**config.mk**
```make
export PLATFORM = sky130hd
export DESIGN_NAME = chunk_residency_request_table_core
export DESIGN_NICKNAME = d
export VERILOG_FILES = /design/src/rtl/core/crrt_pkg.sv /design/src/rtl/core/crrt_ram.sv /design/src/rtl/core/chunk_residency_request_table_core.sv
export VERILOG_INCLUDE_DIRS = /design/src /design/src/rtl/core
export SDC_FILE = /design/constraint.sdc
export NUM_CORES = 2
export LEC_CHECK = 0
export BUFFER_PORTS_ARGS = -buffer_cell sky130_fd_sc_hd__buf_2
export CELL_PAD_IN_SITES_DETAIL_PLACEMENT = 0
export CELL_PAD_IN_SITES_GLOBAL_PLACEMENT = 1
export CORE_MARGIN = 3
export CORE_UTILIZATION = 48
export CTS_CLUSTER_DIAMETER = 80
export DETAILED_ROUTE_END_ITERATION = 8
export PLACE_DENSITY_LB_ADDON = 0.1
export SLEW_MARGIN = 10
export SYNTH_ARGS = -nofsm -noshare
export SYNTH_HDL_FRONTEND = slang
export SYNTH_HIERARCHICAL = 1
export SYNTH_SLANG_ARGS = --single-unit
```
**constraint.sdc**
```tcl
create_clock -name i_clk -period 6.94 [get_ports i_clk]
set_input_delay 0.694 -clock i_clk [delete_from_list [all_inputs] [get_ports i_clk]]
set_output_delay 0.694 -clock i_clk [all_outputs]
set_load 0.02 [all_outputs]
```
**src/rtl/core/chunk_residency_request_table_core_macros.svh**
```systemverilog
// assertion macros shared by the chunk residency request table rtl
`ifndef CHUNK_RESIDENCY_REQUEST_TABLE_CORE_MACROS_SVH
`define CHUNK_RESIDENCY_REQUEST_TABLE_CORE_MACROS_SVH

`ifndef NO_ASSERTIONS

// same-cycle implication, disabled during reset
`define CRRT_ASSERT_IMP(name, clk, rst_n, ante, cons) \
    name: assert property (@(posedge clk) disable iff (!rst_n) (ante) |-> (cons)) \
        else $error("crrt assertion failed");

// next-cycle implication, disabled during reset
`define CRRT_ASSERT_NXT(name, clk, rst_n, ante, cons) \
    name: assert property (@(posedge clk) disable iff (!rst_n) (ante) |=> (cons)) \
        else $error("crrt assertion failed");

`else

`define CRRT_ASSERT_IMP(name, clk, rst_n, ante, cons)
`define CRRT_ASSERT_NXT(name, clk, rst_n, ante, cons)

`endif

`endif

```
**src/rtl/core/crrt_pkg.sv**
```systemverilog
// types, codes and defaults of the chunk residency request table
package crrt_pkg;

    // default sizing of the tables
    localparam int RESIDENT_DEPTH_DEF = 64;
    localparam int PENDING_DEPTH_DEF  = 16;
    localparam int COORD_BITS_DEF     = 16;

    // fixed port widths
    localparam int COORD_W = 16;
    localparam int SLOT_W  = 6;
    localparam int OP_W    = 2;

    // operation codes
    localparam logic [OP_W-1:0] OP_LOOKUP = 2'd0;
    localparam logic [OP_W-1:0] OP_ORDER  = 2'd1;
    localparam logic [OP_W-1:0] OP_RETIRE = 2'd2;

    // one result transaction
    typedef struct packed {
        logic                      hit;
        logic [SLOT_W-1:0]         slot_index;
        logic                      newly_ordered;
        logic                      already_pending;
        logic                      retired;
        logic                      full_flag;
        logic signed [COORD_W-1:0] retired_x;
        logic signed [COORD_W-1:0] retired_y;
        logic signed [COORD_W-1:0] retired_z;
    } t_result;

endpackage

```
**src/rtl/core/crrt_ram.sv**
```systemverilog
// generic single write port ram with registered read
module crrt_ram #(
    parameter int WIDTH = 48,
    parameter int DEPTH = 64
) (
    input  logic                                     i_clk,
    input  logic                                     i_we,
    input  logic [((DEPTH > 1) ? $clog2(DEPTH) : 1)-1:0] i_waddr,
    input  logic [WIDTH-1:0]                         i_wdata,
    input  logic [((DEPTH > 1) ? $clog2(DEPTH) : 1)-1:0] i_raddr,
    output logic [WIDTH-1:0]                         o_rdata
);

    logic [WIDTH-1:0] r_mem [DEPTH];
    logic [WIDTH-1:0] r_rdata;

    // write port and registered read port
    always_ff @(posedge i_clk) begin
        if (i_we) begin
            r_mem[i_waddr] <= i_wdata;
        end
        r_rdata <= r_mem[i_raddr];
    end

    assign o_rdata = r_rdata;

endmodule

```
**src/rtl/core/chunk_residency_request_table_core.sv**
```systemverilog
// top level: resident and pending chunk tables with scan and retire control
// A lookup scans the resident table one entry per cycle over its read port;
// a miss that orders then also scans the pending table. One transaction is
// worked at a time; the output register lets the next be accepted while a
// result waits. Reset clears both counts; table contents are left unknown and
// are never read before being written, so no clearing pass.
`include "chunk_residency_request_table_core_macros.svh"

module chunk_residency_request_table_core
    import crrt_pkg::*;
#(
    parameter int RESIDENT_DEPTH = RESIDENT_DEPTH_DEF,
    parameter int PENDING_DEPTH  = PENDING_DEPTH_DEF,
    parameter int COORD_BITS     = COORD_BITS_DEF
) (
    input  logic                      i_clk,
    input  logic                      i_rst_n,
    // input channel
    input  logic                      i_valid,
    output logic                      o_stall,
    input  logic [OP_W-1:0]           i_operation,
    input  logic signed [COORD_W-1:0] i_coord_x,
    input  logic signed [COORD_W-1:0] i_coord_y,
    input  logic signed [COORD_W-1:0] i_coord_z,
    // output channel
    output logic                      o_valid,
    input  logic                      i_stall,
    output logic                      o_hit,
    output logic [SLOT_W-1:0]         o_slot_index,
    output logic                      o_newly_ordered,
    output logic                      o_already_pending,
    output logic                      o_retired,
    output logic                      o_full_flag,
    output logic signed [COORD_W-1:0] o_retired_x,
    output logic signed [COORD_W-1:0] o_retired_y,
    output logic signed [COORD_W-1:0] o_retired_z
);

    localparam int KEY_W  = 3 * COORD_BITS;
    localparam int RIDX_W = (RESIDENT_DEPTH > 1) ? $clog2(RESIDENT_DEPTH) : 1;
    localparam int RCNT_W = $clog2(RESIDENT_DEPTH + 1);
    localparam int PIDX_W = (PENDING_DEPTH > 1) ? $clog2(PENDING_DEPTH) : 1;
    localparam int PCNT_W = $clog2(PENDING_DEPTH + 1);

    typedef enum logic [2:0] {
        S_IDLE,
        S_RSCAN,
        S_PSCAN,
        S_PREAD,
        S_OUT
    } t_state;

    // coordinate wrap into table width and back
    function automatic logic [COORD_BITS-1:0] f_take(input logic signed [COORD_W-1:0] v);
        return COORD_BITS'(v);
    endfunction

    function automatic logic signed [COORD_W-1:0] f_give(input logic [COORD_BITS-1:0] c);
        return COORD_W'($signed(c));
    endfunction

    t_state              r_state, n_state;
    logic [RCNT_W-1:0]   r_rcnt, n_rcnt;
    logic [PCNT_W-1:0]   r_pcnt, n_pcnt;
    logic [RCNT_W-1:0]   r_rptr, n_rptr;
    logic [PCNT_W-1:0]   r_pptr, n_pptr;
    logic                r_rd_vld, n_rd_vld;
    logic [RIDX_W-1:0]   r_rd_idx, n_rd_idx;
    logic [OP_W-1:0]     r_op, n_op;
    logic [KEY_W-1:0]    r_key, n_key;
    t_result             r_res, n_res;
    t_result             r_out, n_out;
    logic                r_o_valid, n_o_valid;

    logic                res_we;
    logic [RIDX_W-1:0]   res_waddr;
    logic [KEY_W-1:0]    res_wdata;
    logic [KEY_W-1:0]    res_rdata;
    logic                pnd_we;
    logic [PIDX_W-1:0]   pnd_raddr;
    logic [KEY_W-1:0]    pnd_rdata;
    logic [PCNT_W-1:0]   pcnt_dec;
    logic                rissue;
    logic                pissue;

    // resident table
    crrt_ram #(
        .WIDTH (KEY_W),
        .DEPTH (RESIDENT_DEPTH)
    ) u_res_ram (
        .i_clk   (i_clk),
        .i_we    (res_we),
        .i_waddr (res_waddr),
        .i_wdata (res_wdata),
        .i_raddr (r_rptr[RIDX_W-1:0]),
        .o_rdata (res_rdata)
    );

    // pending table
    crrt_ram #(
        .WIDTH (KEY_W),
        .DEPTH (PENDING_DEPTH)
    ) u_pnd_ram (
        .i_clk   (i_clk),
        .i_we    (pnd_we),
        .i_waddr (r_pcnt[PIDX_W-1:0]),
        .i_wdata (r_key),
        .i_raddr (pnd_raddr),
        .o_rdata (pnd_rdata)
    );

    // pending read: newest entry while idle (for retire), scan pointer otherwise
    assign pcnt_dec  = r_pcnt - PCNT_W'(1);
    assign pnd_raddr = (r_state == S_IDLE) ? pcnt_dec[PIDX_W-1:0] : r_pptr[PIDX_W-1:0];
    assign rissue    = (r_rptr < r_rcnt);
    assign pissue    = (r_pptr < r_pcnt);

    // sequencer
    always_comb begin
        n_state   = r_state;
        n_rcnt    = r_rcnt;
        n_pcnt    = r_pcnt;
        n_rptr    = r_rptr;
        n_pptr    = r_pptr;
        n_rd_vld  = r_rd_vld;
        n_rd_idx  = r_rd_idx;
        n_op      = r_op;
        n_key     = r_key;
        n_res     = r_res;
        n_out     = r_out;
        n_o_valid = r_o_valid && i_stall;
        res_we    = 1'b0;
        res_waddr = r_rcnt[RIDX_W-1:0];
        res_wdata = pnd_rdata;
        pnd_we    = 1'b0;

        unique case (r_state)
            S_IDLE: begin
                if (i_valid) begin
                    n_op     = i_operation;
                    n_key    = {f_take(i_coord_x), f_take(i_coord_y), f_take(i_coord_z)};
                    n_rptr   = '0;
                    n_pptr   = '0;
                    n_rd_vld = 1'b0;
                    n_res    = '0;
                    unique case (i_operation)
                        OP_LOOKUP, OP_ORDER: begin
                            n_state = S_RSCAN;
                        end
                        OP_RETIRE: begin
                            priority if (r_pcnt == '0) begin
                                n_state = S_OUT;
                            end else if (r_rcnt == RCNT_W'(RESIDENT_DEPTH)) begin
                                n_res.full_flag = 1'b1;
                                n_state         = S_OUT;
                            end else begin
                                n_state = S_PREAD;
                            end
                        end
                        default: begin
                            n_state = S_OUT;
                        end
                    endcase
                end
            end

            // one resident entry issued per cycle, compared in the next cycle
            S_RSCAN: begin
                n_rd_vld = rissue;
                n_rd_idx = r_rptr[RIDX_W-1:0];
                if (rissue) begin
                    n_rptr = r_rptr + RCNT_W'(1);
                end
                priority if (r_rd_vld && (res_rdata == r_key)) begin
                    n_res.hit        = 1'b1;
                    n_res.slot_index = SLOT_W'(r_rd_idx);
                    n_state          = S_OUT;
                end else if (!rissue) begin
                    if (r_op == OP_LOOKUP) begin
                        n_state = S_OUT;
                    end else begin
                        n_rd_vld = 1'b0;
                        n_state  = S_PSCAN;
                    end
                end
            end

            // pending scan, then append on a clean miss unless the pending table is full
            S_PSCAN: begin
                n_rd_vld = pissue;
                if (pissue) begin
                    n_pptr = r_pptr + PCNT_W'(1);
                end
                priority if (r_rd_vld && (pnd_rdata == r_key)) begin
                    n_res.already_pending = 1'b1;
                    n_state               = S_OUT;
                end else if (!pissue) begin
                    if (r_pcnt < PCNT_W'(PENDING_DEPTH)) begin
                        pnd_we              = 1'b1;
                        n_pcnt              = r_pcnt + PCNT_W'(1);
                        n_res.newly_ordered = 1'b1;
                    end else begin
                        n_res.full_flag = 1'b1;
                    end
                    n_state = S_OUT;
                end
            end

            // newest pending entry is on the read port: move it to resident
            S_PREAD: begin
                res_we           = 1'b1;
                n_rcnt           = r_rcnt + RCNT_W'(1);
                n_pcnt           = pcnt_dec;
                n_res.retired    = 1'b1;
                n_res.slot_index = SLOT_W'(r_rcnt);
                n_res.retired_x  = f_give(pnd_rdata[3*COORD_BITS-1:2*COORD_BITS]);
                n_res.retired_y  = f_give(pnd_rdata[2*COORD_BITS-1:COORD_BITS]);
                n_res.retired_z  = f_give(pnd_rdata[COORD_BITS-1:0]);
                n_state          = S_OUT;
            end

            // hand the result to the output register once it is free
            S_OUT: begin
                if (!r_o_valid || !i_stall) begin
                    n_o_valid = 1'b1;
                    n_out     = r_res;
                    n_state   = S_IDLE;
                end
            end

            default: begin
                n_state = S_IDLE;
            end
        endcase
    end

    // state and registered outputs
    always_ff @(posedge i_clk) begin
        if (!i_rst_n) begin
            r_state   <= S_IDLE;
            r_rcnt    <= '0;
            r_pcnt    <= '0;
            r_rd_vld  <= 1'b0;
            r_o_valid <= 1'b0;
        end else begin
            r_state   <= n_state;
            r_rcnt    <= n_rcnt;
            r_pcnt    <= n_pcnt;
            r_rd_vld  <= n_rd_vld;
            r_o_valid <= n_o_valid;
        end
        r_rptr   <= n_rptr;
        r_pptr   <= n_pptr;
        r_rd_idx <= n_rd_idx;
        r_op     <= n_op;
        r_key    <= n_key;
        r_res    <= n_res;
        r_out    <= n_out;
    end

    // ports
    assign o_stall           = (r_state != S_IDLE);
    assign o_valid           = r_o_valid;
    assign o_hit             = r_out.hit;
    assign o_slot_index      = r_out.slot_index;
    assign o_newly_ordered   = r_out.newly_ordered;
    assign o_already_pending = r_out.already_pending;
    assign o_retired         = r_out.retired;
    assign o_full_flag       = r_out.full_flag;
    assign o_retired_x       = r_out.retired_x;
    assign o_retired_y       = r_out.retired_y;
    assign o_retired_z       = r_out.retired_z;

    // checks
    `CRRT_ASSERT_IMP(a_rcnt_bound, i_clk, i_rst_n, 1'b1, r_rcnt <= RCNT_W'(RESIDENT_DEPTH))
    `CRRT_ASSERT_IMP(a_pcnt_bound, i_clk, i_rst_n, 1'b1, r_pcnt <= PCNT_W'(PENDING_DEPTH))
    `CRRT_ASSERT_IMP(a_one_outcome, i_clk, i_rst_n, o_valid, $countones({o_hit, o_newly_ordered, o_already_pending, o_retired, o_full_flag}) <= 1)
    `CRRT_ASSERT_NXT(a_retire_moves, i_clk, i_rst_n, r_state == S_PREAD, (r_pcnt == $past(r_pcnt) - PCNT_W'(1)) && (r_rcnt == $past(r_rcnt) + RCNT_W'(1)))
    `CRRT_ASSERT_NXT(a_result_held, i_clk, i_rst_n, o_valid && i_stall, o_valid && $stable(r_out))

endmodule
```
---- Word level (Yosys, flattened, before mapping) ----
Memory sizes are Yosys's and may differ from the RTL's. A register that Yosys moved wholly into a read port is not among the register bits.
Cells that the tools add are included.
word-level totals
  flip-flop bits (word level) ............. 203
  memory bits (writable) .................. 3840
  input port bits ......................... 54
  output and inout bits ................... 61
  logic and storage cells ................. 145
  memories ................................ 2
operators by class
  add/sub/neg operators ................... 5
  magnitude comparators ................... 3
  equal/unequal tests ..................... 21
  mux-type cells .......................... 55
  reduce and logical (&&, ||, !) cells .... 31
memories
  memory           words  bits a word  read ports  clocked after memory_dff  wr ports  line            text
  u_res_ram.r_mem  64     48           1           1                         1         crrt_ram.sv:14  logic [WIDTH-1:0] r_mem [DEPTH];
  u_pnd_ram.r_mem  16     48           1           1                         1         crrt_ram.sv:14
operators with widths
  cell                   number
  $eq A48 B48 Y1         2
  $pmux W48 S2           1
  $mux W59               1
  $mux W3                9
  $mux W5                5
  $mux W1                24
  $mux W7                3
  $ne A2 B2 Y1 const B   10
  $pmux W5 S2            2
  $pmux W6 S3            1
  $pmux W3 S5            1
  $reduce_and A3 Y1      5
  $add A7 B1 Y7 const B  2
  $pmux W7 S2            1
  $add A5 B1 Y5 const B  2
  $reduce_and A5 Y1      2
  $reduce_bool A3 Y1     3
  $reduce_and A2 Y1      4
  $reduce_and A4 Y1      2
  $reduce_bool A2 Y1     4
  $eq A7 B7 Y1 const B   1
  $lt A7 B7 Y1           1
  $eq A3 B2 Y1 const B   2
  $ne A3 B3 Y1 const B   2
  19 further kinds       25

---- Longest topological paths before layout ----
  word-level depth ........................ 7
  depth in mapped cells ................... 11

---- By module ----
The synthesis kept the hierarchy.
modules (own cells, without submodules)
  module                              times used  cells each  area each (sq um)  sequential area each (sq um)
  crrt_ram at u_res_ram               1           4970        117117.3           93209.4
  crrt_ram at u_pnd_ram               1           1242        29691.0            24023.0
  chunk_residency_request_table_core  1           649         8826.0             5925.7

---- Worst setup path after synthesis ----
No wires, ideal clock.
  path type ............................... reg-to-reg
  from .................................... reg u_pnd_ram.r_rdata[10] (netlist: u_pnd_ram/o_rdata[10]), read port of u_pnd_ram.r_mem
  to ...................................... mem u_pnd_ram.r_mem[0][0], enable pin
  setup time .............................. 0.513 ns
  arrival ................................. 5.787 ns
  setup slack ............................. 0.641 ns
  stages on the path, launching flop included .. 9
  path buffers ............................ 0
  period minus slack after synthesis ...... 6.299 ns
  cells stage by stage .................... dfxtp_1 > xnor2_1 > nand4_1 > nor4_1 > nand3_1 > nor4_4 > nor4_1 > or3b_2 > nor3_1
between the ends
  longest elaborated chain between the ends .. 6
RTL lines
  what                           line                                       text
  start: declaration             crrt_ram.sv:15                             logic [WIDTH-1:0] r_rdata;
  $eq A48 B48 Y1                 chunk_residency_request_table_core.sv:194  priority if (r_rd_vld && (pnd_rdata == r_key)) begin
  $logic_and A1 B1 Y1            chunk_residency_request_table_core.sv:194
  $mux W1                        chunk_residency_request_table_core.sv:194
  $mux W1                        chunk_residency_request_table_core.sv:137  unique case (r_state)
  named net pnd_we               chunk_residency_request_table_core.sv:79   logic pnd_we;
  $mux W1                        crrt_ram.sv:19                             if (i_we) begin
  $mux W1 (not written as such)  crrt_ram.sv:20                             r_mem[i_waddr] <= i_wdata;
  end: declaration               crrt_ram.sv:14
The timed path passes the listed nets, and every way through them passes these cells.

---- Final worst setup path ----
  from .................................... reg r_state[0]
  to ...................................... mem u_res_ram.r_mem[45][5], enable pin
between the ends
  longest elaborated chain between the ends .. 4
RTL lines
  what                           line                                       text
  start: declaration             chunk_residency_request_table_core.sv:62   t_state r_state, n_state;
  start signal: assignment       chunk_residency_request_table_core.sv:246  r_state <= n_state;
  $eq A3 B2 Y1                   chunk_residency_request_table_core.sv:137
  $mux W1                        chunk_residency_request_table_core.sv:137
  $mux W1                        crrt_ram.sv:19
  $mux W1 (not written as such)  crrt_ram.sv:20
  end: declaration               crrt_ram.sv:14
Every way passes these cells.

==> flow_metrics.py <==
metrics = {
    "layout": {
        "drive_above_1_share": 0.281,
        "area_delta_synth_final_pct": 14.1,
        "fin_nets": 7476,
    },
    "drt": {
        "first_pass_iters": 5,
        "vias": 76800,
        "via_per_inst": 6.35,
        "ant_nets": 0,
        "wl_um": 449000,
        "wl_per_cell_um": 37.2,
        "drtIter0Drc": 9704,
        "drc_errors": 0,
    },
    "setup_path": {
        "cp_max_fo": 28,
        "startpoint_type": "register",
        "arrival_ns": 5.37,
        "r2r_end": "u_res_ram/r_mem[45][5]$_DFFE_PP_",
        "endpoint_kind": "register",
        "r2r-start": "r_state[0]$_SDFFE_PN0P_",
        "required_ns": 7.51,
        "worstSetupPathType": "register to register",
        "reg2reg_depth": 6,
        "rrSetupSlack_ns": 2.14,
    },
    "power": {
        "leakage_nw": 55.7,
        "peakVddDrop_v": 0.000434,
        "p_per_area_nw_per_um2": 377,
    },
    "job": {
        "drv_cap": 0,
    },
    "timing": {
        "setup_ws_ns": 2.14,
        "grt_setup_unrepaired": "false",
        "post-route-period-util": 0.691,
        "fin_tns_setup_ns": 0,
        "finalSetupViolCount": 0,
        "drv_slew": 0,
        "max_freq_ghz": 0.209,
        "hold_violations": 0,
        "tightest_slew_ns": 1.42,
        "finalClockSkew_ns": 0.0372,
        "slew_headroom": 0.0438,
        "period_minus_slack_ns": 4.80,
    },
    "clock_network": {
        "htreeDepth": 5,
        "clk_path_buf_depth": 4,
        "path_clk_slew_ns": 0.06,
        "numCtsBuffers": 427,
        "tritoncts": "built",
        "clock_latency_ns": 0.96,
        "cts.sink_count": 4139,
        "postCtsSetupBuffers": 0,
        "cts_root_buf": "clkbuf_16",
    },
    "yosys": {
        "synthCells": 6861,
        "yosysWarnings": 6,
        "async_flop_share": 0,
        "synth_nets": 6932,
        "yosys.cell_types.count": 56,
        "avgSynthCellArea_um2": 22.7,
        "synth_ff_type": "edfxtp_1",
        "synth_edf_count": 4026,
        "synth_top_area_share": 0.777,
        "yosysSeqAreaShare": 0.791,
        "synthTopCellsByArea": "edfxtp_1 78%, mux4_2 14%, dfxtp_1 1.5%",
        "netlist_area_um2": 156000,
        "yosys.area.top_type": "edfxtp_1",
        "ys_ff_latch": 4139,
    },
    "die": {
        "ios": 115,
        "coreArea_um2": 322000,
        "num_rows": 208,
        "die_area_um2": 331000,
        "fp.dieH_um": 575,
        "start_util": 0.483,
        "die_w_um": 575,
    },
    "min_path": {
        "hp-class": "input port to register",
        "hold-path-endpoint": "r_rd_vld$_SDFFE_PN0P_",
        "worstHoldPathCells": 3,
        "worst_hold_startpoint": "i_rst_n",
    },
    "place": {
        "gp_congestion": 0.855,
        "hpwl_um": 260000,
        "port_buffers": 114,
        "place_ws_ns": 2.19,
    },
    "outcome": {
        "status": "finished clean",
    },
    "global_route": {
        "grt_pass1_vias": 75800,
        "antenna_found_initial": 38,
        "grtUsageTotal": 0.270,
        "gr-total-overflow": 0,
        "grt_pass1_wl_um": 621000,
        "grt_max_degree": 117,
    },
}
==> layer usage <==
layer	track usage	share of wire
met1	0.399	0.42
met2	0.412	0.46
met5	0	0.000080
met3	0.0527	0.087
met4	0.0810	0.033
==> cells in the final DEF, fill, tap and decap left out, types with 15 or more instances in the layout <==
master and n:
ha_1 17, buf_4 277, clkbuf_1 89, clkinv_1 86
nor2_1 108, clkbuf_16 435, nand2_1 140, buf_2 114
a22o_1 58, nor2b_1 22, nand4_1 34, dlygate4sd3_1 51
nor2_4 77, nand2b_1 22, dfxtp_2 45, dfxtp_1 64
xnor2_1 94, and3_1 48, nand3_1 25, a221oi_1 75
a22oi_1 168, o221ai_1 30, a21oi_1 88, bufinv_16 32
mux2i_1 72, inv_1 25, edfxtp_1 4026, clkinv_2 84
o22ai_1 123, clkbuf_8 36, clkinvlp_4 15, mux4_2 946
buf_12 34, a211oi_1 36
==> registers in the layout, indices dropped and copies added (netlist names), 5 cells and up <==
register and cells:
u_res_ram/r_mem 3072, u_pnd_ram/r_mem 768, r_res 59, r_key 48
u_pnd_ram/o_rdata 48, u_res_ram/o_rdata 48, o_retired_x 16, o_retired_y 16
o_retired_z 16, r_rcnt 7, r_rptr 7, o_slot_index 6
r_rd_idx 6, r_pcnt 5, r_pptr 5
==> area by class of cell <==
class	count	area [um2]
diodes	14	35.0
flip-flops and latches	4139	123000
well taps	4305	5390
fillers	24200	144000
clock inverters	234	2060
inverters	27	101
clock buffers	560	11700
repair buffers	478	3860
multi-input cells	2332	31300
==> synth_stat cells, drive strengths merged, types with 72 or more instances <==
master	instances
a21oi	89
a221oi	83
a22oi	168
buf	222
clkbuf	141
dfxtp	113
edfxtp	4026
mux2i	72
mux4	946
nand2	142
nor2	185
o22ai	123
xnor2	94
==> worst max path at each step <==
stage | start | endpoint | slack, ns | cells past startpoint
2_1_floorplan | u_pnd_ram/o_rdata[10]$_DFF_P_ | u_pnd_ram/r_mem[0][0]$_DFFE_PP_ | 0.64 | 8
3_3_place_gp | r_rptr[0]$_SDFFCE_PN0P_ | u_res_ram/o_rdata[40]$_DFF_P_ | 1.90 | 5
3_5_place_dp | r_state[0]$_SDFFE_PN0P_ | u_res_ram/r_mem[45][5]$_DFFE_PP_ | 2.19 | 6
4_1_cts | r_state[0]$_SDFFE_PN0P_ | u_res_ram/r_mem[45][5]$_DFFE_PP_ | 2.20 | 6
5_1_grt | r_state[0]$_SDFFE_PN0P_ | u_res_ram/r_mem[45][41]$_DFFE_PP_ | 2.09 | 6
6_report | r_state[0]$_SDFFE_PN0P_ | u_res_ram/r_mem[45][5]$_DFFE_PP_ | 2.14 | 6
==> power by group <==
part           switching [mW]  internal [mW]  total [mW]
Combinational            8.67           3.55        12.2
Clock                    9.43           13.0        22.5
Sequential               1.42           30.9        32.3
==> logic make-up (layout without fill, tap and decap cells) <==
family / count (synthesis) / after routing / share of synthesized area
AOI/OAI and AO/OA: 636 / 636 / 0.0297
xor gates and xnor gates: 107 / 107 / 0.00602
adders and majority gates: 17 / 17 / 0.00137
buffers and inverters: 390 / 1299 / 0.0127
DFF: 4139 / 4139 / 0.791
muxes: 1030 / 1030 / 0.142
other: 0 / 14 / 0
and+or+nand+nor: 542 / 542 / 0.0165
==> worst max-delay path, stage by stage (launching register included) <==
cell and delay, ns:
dfxtp_1 0.56, nor2b_4 0.22, nand2_1 0.32, clkinv_1 0.61
nand3_1 0.96, nor2_4 1.09, buf_4 0.57
==> through the flow <==
step	cells	cell area [um2]	util	hold slack [ns]	power, mW
global placement	11200	163000	0.507	0.406	44.8
detailed placement	11200	163000	0.507	0.405	45.1
CTS	12100	178000	0.552	0.0588	67.5
global route	12100	178000	0.552	0.125	69.1
finish	12100	178000	0.552	0.131	67.0
floorplan	6861	156000	-	0.400	38.2
==> repair_timing <==
item	4_1_cts	5_1_grt
endpoints found under the hold margin	51	0
hold buffers	51	0
resized for setup	0	0
(Power assumes the default switching activity.)
